--- config.mk ---
export PLATFORM = sky130hd
export DESIGN_NAME = sql_keyword_stream_detector
export DESIGN_NICKNAME = d
export VERILOG_FILES = /design/src/rtl/sqlkw_pkg.sv /design/src/rtl/sqlkw_match.sv /design/src/rtl/sql_keyword_stream_detector.sv
export SDC_FILE = /design/constraint.sdc
export NUM_CORES = 1
export LEC_CHECK = 0
export BUFFER_PORTS_ARGS = -buffer_cell sky130_fd_sc_hd__buf_2
export CAP_MARGIN = 20
export CORE_UTILIZATION = 40
export CTS_CLUSTER_SIZE = 10
export DETAILED_ROUTE_END_ITERATION = 8
export GPL_TIMING_DRIVEN = 0
export PLACE_DENSITY_LB_ADDON = 0.1
export SKIP_CTS_REPAIR_TIMING = 1
export SYNTH_ARGS = -nofsm -noshare
export SYNTH_HDL_FRONTEND = slang
export SYNTH_SLANG_ARGS = --single-unit
--- constraint.sdc ---
create_clock -name clk_i -period 2.2 [get_ports clk_i]
set_clock_uncertainty 0.05 [all_clocks]
set_input_delay 0.44 -clock clk_i [delete_from_list [all_inputs] [get_ports clk_i]]
set_output_delay 0.44 -clock clk_i [all_outputs]
set_load 0.005 [all_outputs]
--- src/rtl/sqlkw_pkg.sv ---
// Shared types and keyword constants for the SQL keyword stream detector.
// No dependencies.
package sqlkw_pkg;

  localparam int HistDepth = 7;
  localparam int WinLen    = HistDepth + 1;
  localparam int KwCount   = 13;
  localparam int LenW      = $clog2(WinLen + 1);

  typedef logic [7:0] byte_t;

  // Byte 0 is the newest byte of the window, byte i is i beats back.
  typedef logic [WinLen-1:0][7:0]    win_t;
  typedef logic [HistDepth-1:0][7:0] hist_t;

  // String literals are right aligned, so the last character lands in byte 0.
  localparam win_t KwText [KwCount] = '{
    win_t'("drop "),
    win_t'("delete "),
    win_t'("insert "),
    win_t'("update "),
    win_t'("union "),
    win_t'("select "),
    win_t'("--"),
    win_t'(";--"),
    win_t'("/*"),
    win_t'("*/"),
    win_t'("xp_"),
    win_t'("exec "),
    win_t'("execute ")
  };

  localparam logic [LenW-1:0] KwLen [KwCount] = '{
    LenW'(5), LenW'(7), LenW'(7), LenW'(7), LenW'(6), LenW'(7), LenW'(2),
    LenW'(3), LenW'(2), LenW'(2), LenW'(3), LenW'(5), LenW'(8)
  };

endpackage

--- src/rtl/sqlkw_match.sv ---
// Parallel compare of the eight-byte window against every keyword tail.
// Depends on sqlkw_pkg.
module sqlkw_match (
  input  sqlkw_pkg::win_t win_i,
  output logic            hit_o
);
  import sqlkw_pkg::*;

  logic [KwCount-1:0] kw_hit;

  always_comb begin
    for (int k = 0; k < KwCount; k++) begin
      kw_hit[k] = 1'b1;
      for (int i = 0; i < WinLen; i++) begin
        if ((LenW'(i) < KwLen[k]) && (win_i[i] != KwText[k][i])) begin
          kw_hit[k] = 1'b0;
        end
      end
    end
  end

  assign hit_o = |kw_hit;

endmodule

--- src/rtl/sql_keyword_stream_detector.sv ---
// Top level of the SQL keyword stream detector: input register, history,
// sticky flag and result register. Depends on sqlkw_pkg and sqlkw_match.
//
//   channel | direction | handshake                | payload
//   --------+-----------+--------------------------+-----------------------------
//   in      | sink      | in_valid_i / in_stall_o  | text_byte_i[7:0], is_final_i
//   out     | source    | out_valid_o / out_stall_i| unsafe_o
//
// One byte beat per cycle is accepted while in_stall_o is low; the result of a final beat
// goes from the input register through the match into the result register.
// Reset clears history, flag and all valid bits.
// A stalled result holds only a final beat in the input register; other beats
// keep flowing since they produce no result.
module sql_keyword_stream_detector (
  input  logic clk_i,
  input  logic rst_ni,
  input  logic in_valid_i,
  output logic in_stall_o,
  input  logic [7:0] text_byte_i,
  input  logic is_final_i,
  output logic out_valid_o,
  input  logic out_stall_i,
  output logic unsafe_o
);
  import sqlkw_pkg::*;

  logic  s1_valid_q, s1_valid_d;
  byte_t s1_byte_q, s1_byte_d;
  logic  s1_final_q;
  hist_t hist_q, hist_d;
  logic  seen_q, seen_d;
  logic  out_valid_q, out_valid_d;
  logic  out_unsafe_q;

  logic  in_fire, s1_fire, out_free, hit, flag;
  win_t  win;

  assign out_free   = !out_valid_q || !out_stall_i;
  assign s1_fire    = s1_valid_q && (!s1_final_q || out_free);
  assign in_stall_o = s1_valid_q && !s1_fire;
  assign in_fire    = in_valid_i && !in_stall_o;

  // fold A-Z to lower case
  always_comb begin
    s1_byte_d = text_byte_i;
    if (text_byte_i >= 8'h41 && text_byte_i <= 8'h5A) begin
      s1_byte_d = text_byte_i + 8'h20;
    end
  end

  assign win = {hist_q, s1_byte_q};

  sqlkw_match u_match (
    .win_i (win),
    .hit_o (hit)
  );

  assign flag = seen_q | hit;

  always_comb begin
    s1_valid_d  = in_fire ? 1'b1 : (s1_fire ? 1'b0 : s1_valid_q);
    hist_d      = hist_q;
    seen_d      = seen_q;
    out_valid_d = out_valid_q && out_stall_i;
    if (s1_fire) begin
      if (s1_final_q) begin
        hist_d      = '0;
        seen_d      = 1'b0;
        out_valid_d = 1'b1;
      end else begin
        hist_d = win[HistDepth-1:0];
        seen_d = flag;
      end
    end
  end

  always_ff @(posedge clk_i or negedge rst_ni) begin
    if (!rst_ni) begin
      s1_valid_q  <= 1'b0;
      hist_q      <= '0;
      seen_q      <= 1'b0;
      out_valid_q <= 1'b0;
    end else begin
      s1_valid_q  <= s1_valid_d;
      hist_q      <= hist_d;
      seen_q      <= seen_d;
      out_valid_q <= out_valid_d;
    end
  end

  always_ff @(posedge clk_i) begin
    if (in_fire) begin
      s1_byte_q  <= s1_byte_d;
      s1_final_q <= is_final_i;
    end
    if (s1_fire && s1_final_q) begin
      out_unsafe_q <= flag;
    end
  end

  assign out_valid_o = out_valid_q;
  assign unsafe_o    = out_unsafe_q;

  a_stall_needs_item: assert property (@(posedge clk_i) disable iff (!rst_ni)
    in_stall_o |-> (s1_valid_q && s1_final_q && out_valid_q && out_stall_i))
    else $error("input stalled without a blocked final beat");

  a_final_clears: assert property (@(posedge clk_i) disable iff (!rst_ni)
    (s1_fire && s1_final_q) |=> (out_valid_q && hist_q == '0 && !seen_q))
    else $error("final beat did not clear state or post a result");

  a_seen_sticky: assert property (@(posedge clk_i) disable iff (!rst_ni)
    (seen_q && !(s1_fire && s1_final_q)) |=> seen_q)
    else $error("sticky flag dropped mid string");

  a_hit_reported: assert property (@(posedge clk_i) disable iff (!rst_ni)
    (s1_fire && s1_final_q && hit) |=> out_unsafe_q)
    else $error("match on final beat not reported");

endmodule
==> flow_summary.toml, run 1 <==
[run_status]
outcome = "finished with violations"
failed_checks = "negative hold slack, negative setup slack"

[routing]
drt-vias-per-instance = 5.94
wl_um = 7100
first_pass_iters = 4
ant_nets = 0
wl_per_cell_um = 18.6
drc = 0
vias = 2269
drt-initial-drc-count = 119

[setup_path]
worst_setup_path_end_kind = "register"
worstPathRequired_ns = 2.36
cp_data_arrival_time_ns = 2.48
worst_path_largest_cell_delay_ns = 0.43
worst-setup-path-type = "reg -> reg"
path_cells = "or3b_4 -> nor4_4 -> and4bb_1 -> a32o_1 -> nand4b_1 -> a2111o_1 -> nand2_1"
critPathSlowestCell = "dfrtp_1"
start_kind = "register"
path_max_fanout = 4

[floorplanning]
ios = 16
die-area_sq_um = 8060
die_h_um = 89.8
dieWidth_um = 89.8
placementRows = 31
start_util_pct = 41.8
coreArea_sq_um = 7370

[placed_design]
port_buffers = 15
placedCellCount = 364
hpwl_um = 5270
finalWeightedCongestion = 0.869

[synth]
synth_simple_gate_area_share_pct = 19.9
synth_fp_nets = 263
synthMuxAreaShare_pct = 0
synth.avg_cell_area_sq_um = 12.4
synth_seq_area_share_pct = 57.6
synth_seq_cells = 69
synth-adder-area-share_pct = 0.406
netlist_area_sq_um = 3080
synth_top_family_by_area = "compound AO/OA/AOI/OAI gates"
ys_warn_count = 0
synth_xor_area_share_pct = 0
synth_cell_types = 48
ys.flop_type = "dfrtp_1"
synth_compound_area_share_pct = 20.1
synth_edf_count = 10
synthCells = 249
async_flop_share_pct = 85.5

[timing]
tightest_slew_ns = 0.557
period_minus_slack_ns = 2.32
rsz0062_at_grt = "true"
finalSetupViolCount = 2
max_freq_mhz = 431
final.setup.tns_ns = -0.227
holdWs_ns = -0.00169
post-route-period-util_pct = 105
setup_slack_ns = -0.121
relSlewSlack_pct = 62.8
hold_viol_final = 1
finalMaxSlewViolations = 0

[clock_network]
htreeDepth = 3
numClockSinks = 69
cts_tree = "yes"
clock_latency_ns = 0.34
clk_pin_slew_ns = 0.07
numCtsBuffers = 9
cts_buffer_depth = 2
cts-root-buf = "clkbuf_8"

[worst_hold_path]
min_path_type = "in -> async"

[global_route]
overflow = 0
use_met2_pct = 31.9
grt_start_max_net_pins = 40
grt_pass1_vias = 2336
antenna_found_initial = 0
gr-max-usage-layer = "met2"
grt.met1_usage_pct = 24.8
grt_use_total_pct = 19.4
use_met3_pct = 3.64
grt_pass1_wl_um = 12200

[cells_and_area]
diodes = 0
nFillCells = 666
final_nets = 292
multi_input_area_sq_um = 1310
regArea_sq_um = 1780
syn_to_final_growth_pct = 16.9
final_cells = 382
drive_gt1_share_pct = 18.0

[power_and_ir_drop]
vdd_drop_max_v = 0.000268
p_leak_nw = 1.50
powerDensity_nw_per_um2 = 777

[flow_run]
drv_cap = 0
-- synthesized netlist by cell type, types with 2 or more instances --
library cell	count	area, sq um
dfrtp_1	59	1480
a22o_1	55	482
nand4_1	11	68.8
edfxtp_1	10	300
nand2_1	10	37.5
nor3_1	10	50.1
nor2_1	8	30.0
clkbuf_1	7	26.3
nand3_1	6	30.0
nand4b_1	6	52.6
nor4b_1	6	52.6
buf_1	5	18.8
nor4_1	5	31.3
nand3b_1	4	30.0
inv_1	3	11.3
nor2b_1	3	18.8
a21o_1	2	15.0
a21oi_1	2	10.0
and3_1	2	12.5
nand2b_1	2	12.5
nor3b_1	2	15.0
o22ai_1	2	12.5
o41a_1	2	22.5
or4_1	2	15.0
or4bb_1	2	22.5
-- cell families (layout without fill, tap and decap cells) --
| group | Yosys count | after routing |
|---|---|---|
| DFF | 69 | 69 |
| buffers and inverters | 16 | 50 |
| AOI/OAI and AO/OA | 72 | 72 |
| adders and majority gates | 1 | 1 |
| and+or+nand+nor | 91 | 91 |
-- layout make-up --
cell class | count | share of cell area (%)
Clock buffer | 11 | 4.51
Sequential cell | 69 | 49.4
Inverter | 3 | 0.312
Multi-Input combinational cell | 164 | 36.4
Clock inverter | 5 | 1.56
Buffer | 13 | 1.39
Timing Repair Buffer | 18 | 3.06
Tap cell | 99 | 3.44
-- path summary, 6_finish.rpt --
kind                                  from         end  slack (ns)  cells past startpoint
max in group asynchronous           rst_ni   hist_q[6]        1.51                      2
worst min register to register  hist_q[48]  hist_q[48]        0.45                      1
worst min-delay path                rst_ni  hist_q[34]      -0.002                      1
worst max-delay path             hist_q[7]    unsafe_o       -0.12                      7
worst max register to register   hist_q[7]    unsafe_o       -0.12                      7
min in group clk_i              is_final_i  s1_final_q        0.22                      1
-- critical path, delay by kind of cell, from the launching register on --
| family | cells | cell delay [ns] |
|---|---|---|
| compound gates | 2 | 0.59 |
| flops | 1 | 0.43 |
| simple gates | 5 | 1.12 |
-- stage by stage --
step                power [mW]  setup slack, ns  cell area, sq um  util (%)
global route              2.92           -0.277              3600      48.9
CTS                       2.81           -0.359              3520      47.8
global placement          1.70           -0.275              3280      44.5
detailed placement        1.71           -0.331              3300      44.8
floorplan                 1.60           0.0361              3080         -
finish                    2.80           -0.121              3600      48.9
-- placed cells by master (no fill, tap or decap), types with 3 or more instances in the layout --
cell type	n
edfxtp_1	10
clkbuf_1	7
a22o_1	55
inv_1	3
nand3_1	6
dfrtp_1	57
nand4b_1	6
buf_2	16
nand2_1	10
clkbuf_8	10
nor2b_1	3
nor3_1	9
nand3b_1	4
nand4_1	11
buf_1	5
nor4b_1	5
nor2_1	8
-- per-layer routing --
metal,wire length [um],part of all wire [%]
met4,136,1.9
met2,3530,50
met3,233,3.3
met5,0,0
met1,3200,45
-- report_power, final --
| group | leakage, nW | switching [mW] | internal, mW | total (mW) |
|---|---|---|---|---|
| Sequential | 0.898 | 0.0990 | 1.37 | 1.47 |
| Combinational | 0.496 | 0.127 | 0.101 | 0.228 |
| Clock | 0.110 | 0.480 | 0.621 | 1.10 |
-- state kept, by name (all words and copies together), names as in the netlist --
name         cells
unsafe_o         1
seen_q           1
hist_q          56
s1_byte_q        8
out_valid_o      1
s1_final_q       1
s1_valid_q       1
No activity file was read; power rests on OpenSTA's default activity.
==> inputs of run 2 (changes only) <==
--- a/config.mk
+++ b/config.mk
@@ -7,6 +7,9 @@
 export LEC_CHECK = 0
 export BUFFER_PORTS_ARGS = -buffer_cell sky130_fd_sc_hd__buf_2
 export CAP_MARGIN = 20
+export CELL_PAD_IN_SITES_DETAIL_PLACEMENT = 1
+export CELL_PAD_IN_SITES_GLOBAL_PLACEMENT = 1
+export CORE_ASPECT_RATIO = 1.75
 export CORE_UTILIZATION = 40
 export CTS_CLUSTER_SIZE = 10
 export DETAILED_ROUTE_END_ITERATION = 8
==> run 2 against run 1 <==
Effect of this change:
- the run ends with negative setup slack left
- combinational power barely moved
- clock-buffer cell count rose by 3
- core utilization fell by 0.36 points
- cell area rose by 1.2%
- sequential share of layout area fell by 0.59 points
- first-iteration DRC count rose by 13%
- clock power rose by 29%
- via count rose by 0.26%
- register-to-register slack got worse by 0.04 ns
- power rose by 12%
- die area rose by 0.17%
- largest power group unchanged
==> flow_summary.toml, run 2 (synthesized netlist as in run 1, its figures left out) <==
[run_status]
outcome = "finished with violations"
failed_checks = "negative setup slack"

[setup_path]
path_max_fanout = 4
worstPathRequired_ns = 2.35
worst-setup-path-type = "reg -> reg"
worst_setup_path_end_kind = "register"
critPathSlowestCell = "or4b_4"
worst_path_largest_cell_delay_ns = 0.52
path_cells = "nand3b_4 -> or4b_4 -> nor3_2 -> a32o_1 -> nand4b_1 -> a2111o_1 -> nand2_1"
cp_data_arrival_time_ns = 2.51
start_kind = "register"

[timing]
finalSetupViolCount = 2
finalMaxSlewViolations = 0
relSlewSlack_pct = 52.5
rsz0062_at_grt = "true"
hold_viol_final = 0
setup_slack_ns = -0.158
period_minus_slack_ns = 2.36
tightest_slew_ns = 0.713
post-route-period-util_pct = 107
final.setup.tns_ns = -0.297
max_freq_mhz = 424

[power_and_ir_drop]
pwr-share-clk_pct = 45.4
total_power_mw = 3.12
switchingPower_mw = 0.744
p_comb_share_pct = 7.4
p_leak_nw = 1.53
seq_power_share_pct = 47.2
vdd_drop_max_v = 0.000674
swShare_pct = 23.8
powerDensity_nw_per_um2 = 856
p_int_mw = 2.38

[global_route]
gr-max-usage-layer = "met2"
grt_pass1_vias = 2476
use_met2_pct = 39.9
grt_use_total_pct = 23.2
antenna_found_initial = 0
grt_pass1_wl_um = 13200
grt.met1_usage_pct = 25.2
overflow = 0
use_met3_pct = 5.89
grt_start_max_net_pins = 32

[worst_hold_path]
min_path_type = "in -> async"

[placed_design]
port_buffers = 15
hpwl_um = 6060
finalWeightedCongestion = 0.849
placedCellCount = 353
preCtsSetupSlack_ns = -0.367

[routing]
wl_per_cell_um = 21.9
drt-initial-drc-count = 134
wl_um = 8090
ant_nets = 0
first_pass_iters = 4
vias = 2275
drt-vias-per-instance = 6.15
drc = 0

[cells_and_area]
layout_common_cells = "57 x dfrtp_1, 55 x a22o_1, 16 x buf_2, 11 x nand4_1, 11 x clkbuf_1"
layout_commonest_cell = "dfrtp_1"
final_nets = 291
diodes = 0
nFillCells = 801
syn_to_final_growth_pct = 18.3
largest_reg_flops = 56
reg.largest.list = "hist_q: 56 flops, s1_byte_q: 8 flops"
final_cells = 370
drive_gt1_share_pct = 16.7
regMostFlops = "hist_q"

[clock_network]
cts-root-buf = "clkbuf_16"
cts_tree = "yes"
clock_latency_ns = 0.34
htreeDepth = 3
numClockSinks = 69
numCtsBuffers = 9
cts_buffer_depth = 2
clk_pin_slew_ns = 0.05

[floorplanning]
die_h_um = 118
dieWidth_um = 68.4
start_util_pct = 41.0
placementRows = 42
die-area_sq_um = 8080
coreArea_sq_um = 7510
ios = 16

[flow_run]
drv_cap = 0
run 2: cell count changes in the layout (fill, tap and decap cells not counted), sizes merged:
| cell | before | now |
|---|---|---|
| clkbuf | 18 | 21 |
| clkinv | 3 | 1 |
| buf | 24 | 23 |
| clkinvlp | 1 | 0 |
run 2: metrics by stage:
stage          util (%)  hold slack, ns  cell area (sq um)
3_3_place_gp       43.5           0.430               3270
6_report           48.5           0.106               3650
3_5_place_dp       43.8           0.438               3290
4_1_cts            47.6           0.131               3580
2_1_floorplan         -          0.0944               3080
5_1_grt            48.5           0.150               3650
run 2: critical path, delay by kind of cell, from the launching register on:
kind               cells  cell delay [ns]
AOI/OAI and AO/OA      2             0.61
and+or+nand+nor        5             1.14
DFF                    1             0.41
run 2: power by group through the flow:
stage	registers [mW]	logic [mW]	clock network [mW]
floorplan	1.45	0.144	0
global placement	1.49	0.222	0
detailed placement	1.49	0.231	0
CTS	1.47	0.232	1.45
global route	1.49	0.256	1.51
finish	1.47	0.231	1.42
run 2: area by class of cell:
class | instances | area (sq um) | share of cell area, %
clock inverter | 2 | 35.0 | 0.961
clock buffer | 14 | 254 | 6.96
multi-input combinational | 164 | 1310 | 35.8
tap | 88 | 110 | 3.02
timing repair buffer | 17 | 103 | 2.81
sequential | 69 | 1780 | 48.8
inverter | 3 | 11.3 | 0.309
buffer | 13 | 50.0 | 1.37
run 2: final timing paths:
path	to	cells after the start	slack [ns]	startpoint
min in group clk_i	s1_final_q	1	0.23	is_final_i
worst min register to register	hist_q[49]	1	0.44	hist_q[49]
worst max-delay path	unsafe_o	7	-0.16	hist_q[15]
worst min-delay path	hist_q[47]	1	0.11	rst_ni
worst max register to register	unsafe_o	7	-0.16	hist_q[15]
max in group asynchronous	hist_q[11]	2	1.38	rst_ni
run 2: routing by layer:
layer,up-vias,wire [um],share of wire (%)
li1,1065,-,-
met1,1153,3050,38
met2,39,4550,56
met3,18,219,2.7
met4,0,281,3.5
met5,-,0,0
==> inputs of run 3 (changes only) <==
--- a/config.mk
+++ b/config.mk
@@ -5,7 +5,7 @@
 export SDC_FILE = /design/constraint.sdc
 export NUM_CORES = 1
 export LEC_CHECK = 0
-export BUFFER_PORTS_ARGS = -buffer_cell sky130_fd_sc_hd__buf_2
+export BUFFER_PORTS_ARGS = -buffer_cell sky130_fd_sc_hd__clkbuf_2
 export CAP_MARGIN = 20
 export CELL_PAD_IN_SITES_DETAIL_PLACEMENT = 1
 export CELL_PAD_IN_SITES_GLOBAL_PLACEMENT = 1
==> run 3 against run 2 <==
Effect of this change:
- the run still ends with negative setup slack left
- fmax fell by 0.55%
- non-clock buffer count fell by 1
- register-to-register slack barely moved
- worst hold slack improved by 0.063 ns
- first-iteration DRC count fell by 19%
- core utilization rose by 0.43 points
- via count rose by 1.6%
- sequential share of layout area fell by 0.40 points
==> flow_summary.toml, run 3 (synthesized netlist as in run 1, its figures left out) <==
[timing]
holdWs_ns = 0.169
setup_slack_ns = -0.171
hold_viol_final = 0
max_freq_mhz = 422
finalSetupViolCount = 2
finalMaxSlewViolations = 0
relSlewSlack_pct = 46.1
tightest_slew_ns = 0.809
period_minus_slack_ns = 2.37
post-route-period-util_pct = 108
rsz0062_at_grt = "true"

[cells_and_area]
diodes = 0
layout_commonest_cell = "dfrtp_1"
largest_reg_flops = 56
drive_gt1_share_pct = 16.4
reg.largest.list = "hist_q: 56 flops, s1_byte_q: 8 flops"
final_area_sq_um = 3680
layout_common_cells = "56 x dfrtp_1, 55 x a22o_1, 14 x clkbuf_2, 11 x nand4_1"
final_cells = 369
final_nets = 290
syn_to_final_growth_pct = 19.4
final_util_pct = 49.0
regMostFlops = "hist_q"

[run_status]
failed_checks = "negative setup slack"
outcome = "finished with violations"

[global_route]
grt_pass1_wl_um = 13100
overflow = 0
grt_pass1_vias = 2474
grt_use_total_pct = 22.8
antenna_found_initial = 0
grt_start_max_net_pins = 60

[floorplanning]
start_util_pct = 41.0
die-area_sq_um = 8080
ios = 16
die_h_um = 118
placementRows = 42
coreArea_sq_um = 7510
dieWidth_um = 68.4

[clock_network]
cts_tree = "yes"
numClockSinks = 69
cts_buffer_depth = 2
clock_latency_ns = 0.33
cts-root-buf = "clkbuf_16"
htreeDepth = 3
clk_pin_slew_ns = 0.05
numCtsBuffers = 9

[power_and_ir_drop]
total_power_mw = 3.38
powerDensity_nw_per_um2 = 918
p_leak_nw = 1.55
vdd_drop_max_v = 0.000678

[placed_design]
hpwl_um = 5940
port_buffers = 15
place_area_sq_um = 3270
finalWeightedCongestion = 0.830
placedCellCount = 352

[worst_hold_path]
min_path_type = "in -> async"

[setup_path]
worst-setup-path-type = "reg -> reg"
cp_data_arrival_time_ns = 2.52
worstPathRequired_ns = 2.35
worst_setup_path_end_kind = "register"
start_kind = "register"
reg2regPathDepth = 6
worst_path_largest_cell_delay_ns = 0.54
critPathSlowestCell = "or4b_1"
path_max_fanout = 4
path_cells = "nand3b_4 -> or4b_1 -> nor4_1 -> nand4_1 -> a2111o_1 -> nand2_1"

[routing]
first_pass_iters = 4
ant_nets = 0
wl_um = 7960
drc = 0
vias = 2312
wl_per_cell_um = 21.6
drt-initial-drc-count = 108
drt-vias-per-instance = 6.27

[flow_run]
drv_cap = 0
[run 3: critical path: cells and delay by family, from the launching register on]
family          cells  cell delay, ns
compound gates      1            0.51
flops               1            0.40
simple gates        5            1.28
[run 3: power by group]
group | total, mW | internal [mW] | switching (mW) | leakage [nW]
sequential | 1.47 | 1.37 | 0.0996 | 0.897
combinational | 0.227 | 0.0958 | 0.131 | 0.481
clock | 1.68 | 1.16 | 0.514 | 0.170
total | 3.38 | 2.63 | 0.745 | 1.55
[run 3: metal layers]
| layer | up-vias | track usage (%) | part of all wire [%] | routed length, um |
|---|---|---|---|---|
| met5 | - | 0 | 0 | 0 |
| met4 | 0 | 11.7 | 3.0 | 240 |
| met3 | 18 | 4.54 | 2.4 | 188 |
| met2 | 40 | 39.5 | 57 | 4570 |
| met1 | 1191 | 24.8 | 37 | 2970 |
| li1 | 1063 | - | - | - |
[run 3: final timing paths]
kind,start,end,slack (ns)
setup / recovery,hist_q[15],unsafe_o,-0.17
hold / removal,rst_ni,hist_q[39],0.17
setup reg to reg,hist_q[15],unsafe_o,-0.17
hold reg to reg,hist_q[48],hist_q[48],0.45
max in group asynchronous,rst_ni,hist_q[1],1.37
min in group clk_i,is_final_i,s1_final_q,0.24
[run 3: stage by stage]
stage	worst slack, ns	setup TNS, ns
after CTS	-0.361	-0.709
after floorplan	0.0361	0
after global placement	-0.351	-0.653
after detailed placement	-0.347	-0.664
after global routing	-0.310	-0.617
final	-0.171	-0.339
[run 3: area by class of cell]
class	count	area, sq um
inverter	3	11.3
fill	792	3830
buffer	13	50.0
tap	88	110
multi-input combinational	164	1290
clock buffer	12	256
sequential	69	1780
clock inverter	4	93.8
timing repair buffer	16	85.1
